[src/ems_pkg.sv]
// ----------------------------------------------------------------------------
// EMS mapper package
// Transaction types, command codes and control file constants shared by the
// EMS page mapper and system control block.
// ----------------------------------------------------------------------------
`default_nettype none

package ems_pkg;

    typedef logic [1:0] cmd_t;

    localparam cmd_t CMD_IO_READ  = 2'd0;
    localparam cmd_t CMD_IO_WRITE = 2'd1;
    localparam cmd_t CMD_XLATE    = 2'd2;
    localparam cmd_t CMD_KEY_UPD  = 2'd3;

    typedef struct packed {
        cmd_t        cmd;
        logic [15:0] io_port;
        logic [7:0]  data;
        logic [19:0] mem_addr;
        logic [7:0]  clear_mask;
        logic [7:0]  set_mask;
        logic [7:0]  toggle_mask;
    } req_t;

    typedef struct packed {
        logic [7:0]  read_data;
        logic        port_hit;
        logic        mapped;
        logic [20:0] phys_addr;
        logic        video_option;
        logic        display_on;
        logic        turbo_on;
        logic        internal_video_on;
        logic        low_ram_640k;
    } rsp_t;

    // control file indexes
    localparam logic [3:0] IDX_KEYS     = 4'h1;
    localparam logic [3:0] IDX_UNLOCK   = 4'h3;
    localparam logic [3:0] IDX_VIDEO    = 4'h4;
    localparam logic [3:0] IDX_INT_VID  = 4'h6;
    localparam logic [3:0] IDX_EMS_FN   = 4'hE;
    localparam logic [3:0] IDX_EMS_DATA = 4'hF;

    localparam logic [11:0] CTL_PORT_BASE = 12'h00E;
    localparam logic [7:0]  UNLOCK_KEY    = 8'h5A;

    // EMS control functions
    localparam logic [7:0] FN_PORT_SEL = 8'h50;
    localparam logic [7:0] FN_HARDRAM  = 8'h51;
    localparam logic [7:0] FN_LOW_640K = 8'h52;

    localparam logic [3:0]  NO_EMS_CHOICE = 4'h7;
    localparam logic [10:0] BASE_RAM_KB   = 11'd512;
    localparam logic [10:0] RAM_640_KB    = 11'd640;
    localparam logic [3:0]  FRAME_SEG     = 4'hD;
    localparam logic [20:0] EXP_RAM_BASE  = 21'h80000;
    localparam logic [5:0]  MAX_PAGES     = 6'd63;

    // APB register indexes
    localparam logic REG_MEM_SIZE = 1'b0;
    localparam logic REG_IS_T12   = 1'b1;

endpackage

`default_nettype wire

[src/ems_mapper_system_control_top.sv]
// ----------------------------------------------------------------------------
// EMS mapper and system control top level
// I/O decode of the system control file and EMS page registers, page frame
// translation at 0xD0000, system key update and video/turbo control lines.
// ----------------------------------------------------------------------------
//
// Usage:
//   in_valid/in_ready/in_item carry one request transaction (io read, io
//   write, page frame translate or key update). out_valid/out_ready/out_item
//   return exactly one response transaction per request, in order.
//   A request is latched in an input stage, then decoded, applied to the
//   control state and captured in the response register in one pass, so the
//   request passes the input stage register and then the response register;
//   throughput is one transaction per cycle while out_ready stays high.
//   When the receiver stalls, the response register holds and the input
//   stage holds one more request; in_ready drops only while both are full
//   and out_ready is low.
//   Reset clears the control file, page registers and key byte, disables
//   EMS with no port selected, sets display and internal video on and loads
//   512 KB of RAM with the later-model features off. The APB port sets the
//   RAM size at address 0 and the later-model enable at address 4; pready
//   is always high.
//
`default_nettype none

module ems_mapper_system_control_top #(
    parameter int FRAME_PAGES = 4
) (
    input  wire logic          clk,
    input  wire logic          rst_n,

    input  wire logic          in_valid,
    output logic               in_ready,
    input  wire ems_pkg::req_t in_item,

    output logic               out_valid,
    input  wire logic          out_ready,
    output ems_pkg::rsp_t      out_item,

    input  wire logic          psel,
    input  wire logic          penable,
    input  wire logic          pwrite,
    input  wire logic [2:0]    paddr,
    input  wire logic [31:0]   pwdata,
    output logic [31:0]        prdata,
    output logic               pready
);

    localparam logic [2:0] NUM_PAGES = 3'(FRAME_PAGES);

    // configuration
    logic [10:0] mem_size_kb_reg;
    logic        late_model_reg;

    // pipeline
    logic          stg_valid_reg;
    ems_pkg::req_t stg_item_reg;
    logic          out_valid_reg;
    ems_pkg::rsp_t out_item_reg;
    logic          res_free;
    logic          fire;

    // control state
    logic [7:0]  ctl_file_reg  [16];
    logic [7:0]  ctl_file_next [16];
    logic [7:0]  page_sel_reg  [FRAME_PAGES];
    logic [7:0]  page_sel_next [FRAME_PAGES];
    logic [20:0] page_base_reg [FRAME_PAGES];
    logic [20:0] page_base_next[FRAME_PAGES];
    logic [4:0]  hardram_reg, hardram_next;
    logic [5:0]  page_cnt_reg, page_cnt_next;
    logic [3:0]  port_choice_reg, port_choice_next;
    logic        ram_640k_reg, ram_640k_next;
    logic [7:0]  keys_reg, keys_next;
    logic        vid_option_reg, vid_option_next;
    logic        vid_display_reg, vid_display_next;
    logic        vid_turbo_reg, vid_turbo_next;
    logic        vid_internal_reg, vid_internal_next;

    ems_pkg::rsp_t rsp;

    // decode
    logic        is_io;
    logic        ctl_hit;
    logic        ems_hit;
    logic [1:0]  port_pg;
    logic [3:0]  ctl_idx;
    logic [7:0]  ctl_rd;
    logic [7:0]  sel_rd;
    logic [7:0]  wr_data;
    logic        size_ext;
    logic [6:0]  ext_16k;
    logic [4:0]  hb_new;
    logic signed [8:0] pages_raw;
    logic        in_frame;
    logic [1:0]  frame_pg;
    logic [20:0] frame_base;

    function automatic logic [20:0] page_addr(
        input logic [7:0] sel,
        input logic [4:0] hb,
        input logic [5:0] cnt
    );
        logic [20:0] res;
        res = 21'd0;
        if (sel[7] && cnt != 6'd0 && sel[6:0] < {1'b0, cnt})
        begin
            res = ems_pkg::EXP_RAM_BASE + {hb, 16'h0000} + {sel[6:0], 14'h0000};
        end
        return res;
    endfunction

    assign pready    = 1'b1;
    assign res_free  = !out_valid_reg || out_ready;
    assign in_ready  = !stg_valid_reg || res_free;
    assign fire      = stg_valid_reg && res_free;
    assign out_valid = out_valid_reg;
    assign out_item  = out_item_reg;

    always_comb
    begin
        if (paddr[2] == ems_pkg::REG_IS_T12)
        begin
            prdata = {31'd0, late_model_reg};
        end
        else
        begin
            prdata = {21'd0, mem_size_kb_reg};
        end
    end

    assign is_io    = stg_item_reg.cmd == ems_pkg::CMD_IO_READ ||
                      stg_item_reg.cmd == ems_pkg::CMD_IO_WRITE;
    assign ctl_idx  = stg_item_reg.io_port[3:0];
    assign wr_data  = stg_item_reg.data;
    assign ctl_hit  = is_io && stg_item_reg.io_port[15:4] == ems_pkg::CTL_PORT_BASE;
    assign port_pg  = stg_item_reg.io_port[15:14];
    assign ems_hit  = is_io && !ctl_hit && port_choice_reg != ems_pkg::NO_EMS_CHOICE &&
                      stg_item_reg.io_port[13:0] ==
                      {4'b0000, 2'b10, port_choice_reg, 4'b1000} &&
                      {1'b0, port_pg} < NUM_PAGES;
    assign size_ext = mem_size_kb_reg > ems_pkg::BASE_RAM_KB;
    assign ext_16k  = 7'((mem_size_kb_reg - ems_pkg::BASE_RAM_KB) >> 4);
    assign hb_new   = size_ext ? wr_data[4:0] : 5'd0;
    assign pages_raw = $signed({2'b00, ext_16k}) - $signed({2'b00, hb_new, 2'b00});
    assign in_frame = stg_item_reg.mem_addr[19:16] == ems_pkg::FRAME_SEG &&
                      {1'b0, stg_item_reg.mem_addr[15:14]} < NUM_PAGES;
    assign frame_pg = stg_item_reg.mem_addr[15:14];

    always_comb
    begin
        sel_rd     = 8'h00;
        frame_base = 21'd0;
        for (int n = 0; n < FRAME_PAGES; n++)
        begin
            if (port_pg == 2'(n))
            begin
                sel_rd = page_sel_reg[n];
            end
            if (frame_pg == 2'(n))
            begin
                frame_base = page_base_reg[n];
            end
        end
    end

    always_comb
    begin
        if (ctl_idx == ems_pkg::IDX_KEYS)
        begin
            ctl_rd = keys_reg;
        end
        else if (ctl_idx != ems_pkg::IDX_EMS_DATA)
        begin
            ctl_rd = ctl_file_reg[ctl_idx];
        end
        else
        begin
            case (ctl_file_reg[ems_pkg::IDX_EMS_FN])
                ems_pkg::FN_PORT_SEL: ctl_rd = size_ext ? {4'h9, port_choice_reg} : 8'hFF;
                ems_pkg::FN_HARDRAM:  ctl_rd = {3'b011, hardram_reg};
                ems_pkg::FN_LOW_640K: ctl_rd = {ram_640k_reg, 7'd0};
                default:              ctl_rd = 8'hFF;
            endcase
        end
    end

    always_comb
    begin
        ctl_file_next     = ctl_file_reg;
        page_sel_next     = page_sel_reg;
        page_base_next    = page_base_reg;
        hardram_next      = hardram_reg;
        page_cnt_next     = page_cnt_reg;
        port_choice_next  = port_choice_reg;
        ram_640k_next     = ram_640k_reg;
        keys_next         = keys_reg;
        vid_option_next   = vid_option_reg;
        vid_display_next  = vid_display_reg;
        vid_turbo_next    = vid_turbo_reg;
        vid_internal_next = vid_internal_reg;

        rsp = '0;
        rsp.read_data = 8'hFF;

        case (stg_item_reg.cmd)
            ems_pkg::CMD_IO_READ:
            begin
                if (ctl_hit)
                begin
                    rsp.port_hit  = 1'b1;
                    rsp.read_data = ctl_rd;
                end
                else if (ems_hit)
                begin
                    rsp.port_hit  = 1'b1;
                    rsp.read_data = sel_rd;
                end
            end
            ems_pkg::CMD_IO_WRITE:
            begin
                if (ctl_hit)
                begin
                    rsp.port_hit = 1'b1;
                    ctl_file_next[ctl_idx] = wr_data;
                    if (ctl_idx == ems_pkg::IDX_VIDEO)
                    begin
                        if (ctl_file_reg[ems_pkg::IDX_UNLOCK] == ems_pkg::UNLOCK_KEY)
                        begin
                            vid_option_next  = wr_data[5];
                            vid_display_next = !wr_data[6];
                            if (late_model_reg)
                            begin
                                vid_turbo_next = wr_data[7];
                            end
                        end
                    end
                    else if (ctl_idx == ems_pkg::IDX_INT_VID)
                    begin
                        if (late_model_reg)
                        begin
                            vid_internal_next = !wr_data[0];
                        end
                    end
                    else if (ctl_idx == ems_pkg::IDX_EMS_DATA)
                    begin
                        case (ctl_file_reg[ems_pkg::IDX_EMS_FN])
                            ems_pkg::FN_PORT_SEL: port_choice_next = wr_data[3:0];
                            ems_pkg::FN_HARDRAM:
                            begin
                                hardram_next = hb_new;
                                if (!size_ext || pages_raw < 0)
                                begin
                                    page_cnt_next = 6'd0;
                                end
                                else if (pages_raw > $signed({3'b000, ems_pkg::MAX_PAGES}))
                                begin
                                    page_cnt_next = ems_pkg::MAX_PAGES;
                                end
                                else
                                begin
                                    page_cnt_next = pages_raw[5:0];
                                end
                                for (int n = 0; n < FRAME_PAGES; n++)
                                begin
                                    page_base_next[n] = page_addr(page_sel_reg[n],
                                                                  hardram_next,
                                                                  page_cnt_next);
                                end
                            end
                            ems_pkg::FN_LOW_640K:
                                ram_640k_next = wr_data != 8'h00 &&
                                                mem_size_kb_reg >= ems_pkg::RAM_640_KB;
                            default: ;
                        endcase
                    end
                end
                else if (ems_hit)
                begin
                    rsp.port_hit = 1'b1;
                    for (int n = 0; n < FRAME_PAGES; n++)
                    begin
                        if (port_pg == 2'(n))
                        begin
                            page_sel_next[n]  = wr_data;
                            page_base_next[n] = page_addr(wr_data, hardram_reg, page_cnt_reg);
                        end
                    end
                end
            end
            ems_pkg::CMD_XLATE:
            begin
                if (in_frame && frame_base != 21'd0)
                begin
                    rsp.mapped    = 1'b1;
                    rsp.phys_addr = frame_base + {7'd0, stg_item_reg.mem_addr[13:0]};
                end
            end
            default:
            begin
                keys_next = ((keys_reg & ~stg_item_reg.clear_mask) | stg_item_reg.set_mask) ^
                            stg_item_reg.toggle_mask;
            end
        endcase

        rsp.video_option      = vid_option_next;
        rsp.display_on        = vid_display_next;
        rsp.turbo_on          = vid_turbo_next;
        rsp.internal_video_on = vid_internal_next;
        rsp.low_ram_640k      = ram_640k_next;
    end

    always_ff @(posedge clk or negedge rst_n)
    begin
        if (!rst_n)
        begin
            mem_size_kb_reg  <= ems_pkg::BASE_RAM_KB;
            late_model_reg   <= 1'b0;
            stg_valid_reg    <= 1'b0;
            out_valid_reg    <= 1'b0;
            ctl_file_reg     <= '{default: 8'h00};
            page_sel_reg     <= '{default: 8'h00};
            page_base_reg    <= '{default: 21'd0};
            hardram_reg      <= 5'd0;
            page_cnt_reg     <= 6'd0;
            port_choice_reg  <= ems_pkg::NO_EMS_CHOICE;
            ram_640k_reg     <= 1'b0;
            keys_reg         <= 8'h00;
            vid_option_reg   <= 1'b0;
            vid_display_reg  <= 1'b1;
            vid_turbo_reg    <= 1'b0;
            vid_internal_reg <= 1'b1;
        end
        else
        begin
            if (psel && penable && pwrite)
            begin
                if (paddr[2] == ems_pkg::REG_IS_T12)
                begin
                    late_model_reg <= pwdata[0];
                end
                else
                begin
                    mem_size_kb_reg <= pwdata[10:0];
                end
            end
            if (in_ready)
            begin
                stg_valid_reg <= in_valid;
            end
            if (fire)
            begin
                out_valid_reg    <= 1'b1;
                ctl_file_reg     <= ctl_file_next;
                page_sel_reg     <= page_sel_next;
                page_base_reg    <= page_base_next;
                hardram_reg      <= hardram_next;
                page_cnt_reg     <= page_cnt_next;
                port_choice_reg  <= port_choice_next;
                ram_640k_reg     <= ram_640k_next;
                keys_reg         <= keys_next;
                vid_option_reg   <= vid_option_next;
                vid_display_reg  <= vid_display_next;
                vid_turbo_reg    <= vid_turbo_next;
                vid_internal_reg <= vid_internal_next;
            end
            else if (out_ready)
            begin
                out_valid_reg <= 1'b0;
            end
        end
    end

    always_ff @(posedge clk)
    begin
        if (in_ready && in_valid)
        begin
            stg_item_reg <= in_item;
        end
        if (fire)
        begin
            out_item_reg <= rsp;
        end
    end

    a_hit_not_mapped: assert property (@(posedge clk) disable iff (!rst_n)
        out_valid |-> !(out_item.port_hit && out_item.mapped))
        else $error("response both decoded an io port and mapped a frame page");

    a_mapped_in_exp_ram: assert property (@(posedge clk) disable iff (!rst_n)
        out_valid && out_item.mapped |-> out_item.phys_addr >= ems_pkg::EXP_RAM_BASE)
        else $error("mapped page frame address below expansion RAM");

    a_ems_off_no_hit: assert property (@(posedge clk) disable iff (!rst_n)
        fire && is_io && !ctl_hit && port_choice_reg == ems_pkg::NO_EMS_CHOICE
        |=> !out_item.port_hit)
        else $error("EMS port decoded while EMS is disabled");

    a_stall_when_full: assert property (@(posedge clk) disable iff (!rst_n)
        !in_ready |-> stg_valid_reg && out_valid_reg && !out_ready)
        else $error("input stalled without a held response");

endmodule

`default_nettype wire
[config.mk]
export PLATFORM = sky130hd
export DESIGN_NAME = ems_mapper_system_control_top
export DESIGN_NICKNAME = d
export VERILOG_FILES = /design/src/ems_pkg.sv /design/src/ems_mapper_system_control_top.sv
export SDC_FILE = /design/constraint.sdc
export NUM_CORES = 1
export LEC_CHECK = 0
export BUFFER_PORTS_ARGS = -buffer_cell sky130_fd_sc_hd__buf_2
export CORE_MARGIN = 2
export CORE_UTILIZATION = 48
export DETAILED_ROUTE_END_ITERATION = 6
export GPL_TIMING_DRIVEN = 0
export PLACE_DENSITY = 0.67
export SYNTH_ARGS = -nofsm -noshare
export SYNTH_HDL_FRONTEND = slang
export SYNTH_SLANG_ARGS = --single-unit
[constraint.sdc]
create_clock -name clk -period 6.3 [get_ports clk]
set_clock_uncertainty 0.15 [all_clocks]
set_input_delay 1.26 -clock clk [delete_from_list [all_inputs] [get_ports clk]]
set_output_delay 1.26 -clock clk [all_outputs]
set_load 0.01 [all_outputs]
==> results.json <==
{
  "status": "complete, no violations",
  "yosysWarnings": 0,
  "hold_path.class": "reg2reg",
  "nets": 1635,
  "cts_hold_buf": 0,
  "stdcell_area_sq_um": 19180,
  "ios": 183,
  "path_clk_slew_ns": 0.06,
  "synth-seq-cells": 329,
  "pre_cts_ws_ns": 0.1010,
  "finalCriticalPeriod_ns": 5.986,
  "tightestPinTransition_ns": 1.386,
  "drtPass1Iterations": 5,
  "ys.flop_type": "dfrtp_1",
  "finalPower_mw": 5.200,
  "wl_per_cell_um": 21.34,
  "cts_buffer_depth": 3,
  "antennaDiodeCount": 0,
  "die-height_um": 189.7,
  "cp_max_fo": 10,
  "drive_above_1_share": 0.3262,
  "gp_congestion": 0.8906,
  "wl_mm": 41.37,
  "maxSlewViolCount": 0,
  "grt_use_total": 0.2323,
  "rsz0062_at_grt": "no",
  "drc": 0,
  "setup.worst_path.end_class": "flop",
  "max_slew_margin": 0.06850,
  "synth_cell_types": 68,
  "grt_max_degree": 128,
  "cp.required_ns": 6.60,
  "fin_crit_sh": 0.9502,
  "synth_area_per_cell_sq_um": 13.11,
  "clk_latency_ns": 0.53,
  "synth_edf_count": 106,
  "grt_remaining_overflow": 0,
  "largest_reg_flops": 121,
  "dp_hpwl_mm": 30.44,
  "stdcell_count": 1938,
  "worst-endpoint-arrival_ns": 6.28,
  "initial_core_util": 0.4910,
  "root_buffer": "clkbuf_16",
  "vias": 10960,
  "critPathKind": "reg2reg",
  "dieArea_sq_um": 35970,
  "hold_viol": 0,
  "postPlaceCellArea_sq_um": 17960,
  "netlist_instances": 1262,
  "synth.largest_area_cell": "dfrtp_1",
  "placementRows": 67,
  "tritoncts": "built",
  "die_x_um": 189.7,
  "clkSinkCount": 329,
  "netlist.area_leader.share": 0.3282,
  "htreeDepth": 2,
  "viasPerCell": 5.656,
  "drt-initial-drc-count": 822,
  "fin_tns_setup_ns": 0,
  "cap_violations": 0,
  "power_density_nw_per_um2": 271.0,
  "grt_pass1_wl_mm": 64.03,
  "leakage_nw": 8.605,
  "clock.fmax_mhz": 167.1,
  "grt_pass1_vias": 11160,
  "synthTopCellsByArea": "dfrtp_1 (33%), edfxtp_1 (19%), mux2_2 (13%)",
  "antenna_left": 0,
  "antenna_found_initial": 0,
  "fillers": 2798,
  "ir_worst_vdd_uv": 179.2,
  "io_buffers": 137,
  "async_reset_ff_frac": 0.6778,
  "cts_made_buffers": 37,
  "core_area_sq_um": 33700,
  "seq_area_frac_synth": 0.5301,
  "place_inst": 1870,
  "setup_slack_ns": 0.3139,
  "areaGrowthSynthToFinish_pct": 15.93,
  "mappedNetlistArea_sq_um": 16550,
  "setup_viol": 0,
  "startpoint_type": "flop"
}
==> where the power goes <==
group | internal, mW | switching (mW) | total [mW]
Sequential | 2.29 | 0.0541 | 2.35
Combinational | 0.253 | 0.471 | 0.724
Clock | 1.29 | 0.842 | 2.13
==> through the flow <==
| step | utilization | hold WS, ns |
|---|---|---|
| floorplan | - | 0.2929 |
| global route | 0.5692 | 0.3609 |
| detailed placement | 0.5329 | 0.3273 |
| finish | 0.5692 | 0.3413 |
| global placement | 0.5302 | 0.3175 |
| CTS | 0.5686 | 0.3390 |
==> worst max-delay path, stage by stage (launching register included) <==
cell and delay [ns]:
dfrtp_1 0.32, clkbuf_1 0.43, nor4_1 0.15, a41oi_2 0.56, and2_1 0.47, ha_1 0.26
inv_1 0.06, fa_1 0.42, nand3_1 0.10, nand2_1 0.10, xor2_2 0.22, o21ai_0 0.79
ha_1 0.41, a21oi_1 0.14, a21oi_1 0.09, a211oi_1 0.27, a21boi_0 0.58, a31oi_1 0.21
mux2i_1 0.19
==> logic make-up (layout without fill, tap and decap cells) <==
family,count (synthesis),after routing,share of synthesized area
buffers and inverters,133,341,0.03698
xor gates and xnor gates,26,26,0.01376
DFF,329,329,0.5301
and+or+nand+nor,254,254,0.08333
other,2,22,0.0004539
AOI/OAI and AO/OA,194,194,0.07705
adders and majority gates,61,61,0.04885
muxes,263,263,0.2095
==> Yosys cell counts (all sizes together), types with 3 or more instances <==
master and count:
dfrtp 217, mux2 188, edfxtp 106, nor2 59, ha 55, inv 54
nand2 54, o21ai 53, a21oi 49, mux4 47, clkbuf 44, buf 35
mux2i 28, and2 26, nand2b 23, nand3 22, a21o 17, a31oi 16
xnor2 15, o31ai 14, nor2b 12, nor4 12, xor2 11, nor3 9
a21boi 7, and3 6, dfstp 6, fa 6, nand4 6, nand4b 6
a211oi 5, o221ai 5, nand3b 4, o211a 4, o211ai 4, o41ai 3
or2 3
==> routing by layer <==
layer	share of wire	wire length, um	global-route usage
met1	0.43	17800	0.3108
met3	0.060	2489	0.03948
met2	0.48	20030	0.3897
met4	0.025	1039	0.07215
met5	0	0	0
==> cells in the final DEF, fill, tap and decap left out, drive strengths merged, types with 6 or more instances in the layout <==
cell / instances
mux2i: 28
o31ai: 14
xnor2: 15
a21oi: 49
o21ai: 53
fa: 6
nor2: 59
nor3: 9
dfrtp: 217
a31oi: 16
and3: 6
mux2: 188
xor2: 11
a21o: 17
mux4: 47
clkbuf: 99
nand3: 22
dfstp: 6
nand4: 6
and2: 26
nand4b: 6
nand2: 54
edfxtp: 106
nor4: 12
ha: 55
nor2b: 12
nand2b: 23
clkinv: 6
a21boi: 7
buf: 176
inv: 56
conb: 22
==> timing repair <==
action,CTS,global route
buffers inserted,0,0
setup endpoints to repair,0,28
gates resized for setup,0,3
==> area by class of cell <==
type                            count  area (sq um)  share of cell area
Multi-Input combinational cell    820          7257              0.3783
Tap cell                          448         560.5             0.02922
Inverter                           54         202.7             0.01057
Buffer                             79         410.4             0.02139
Clock buffer                       55          1055             0.05498
Clock inverter                     12         148.9            0.007762
Timing Repair Buffer              141         778.2             0.04057
Sequential cell                   329          8771              0.4572
==> worst paths after layout <==
kind | to | depth (start not counted) | slack [ns] | startpoint
hold / removal | vid_display_reg$_DFFE_PN1P_ | 2 | 0.34 | vid_display_reg$_DFFE_PN1P_
min in group asynchronous | mem_size_kb_reg[2]$_DFFE_PN0P_ | 1 | 0.60 | rst_n
setup reg to reg | page_base_reg[15]$_DFFE_PN0P_ | 18 | 0.31 | mem_size_kb_reg[4]$_DFFE_PN0P_
max in group asynchronous | keys_reg[0]$_DFFE_PN0P_ | 2 | 4.27 | rst_n
setup / recovery | page_base_reg[15]$_DFFE_PN0P_ | 18 | 0.31 | mem_size_kb_reg[4]$_DFFE_PN0P_
hold reg to reg | vid_display_reg$_DFFE_PN1P_ | 2 | 0.34 | vid_display_reg$_DFFE_PN1P_
Power figures use the tool's default switching activity.
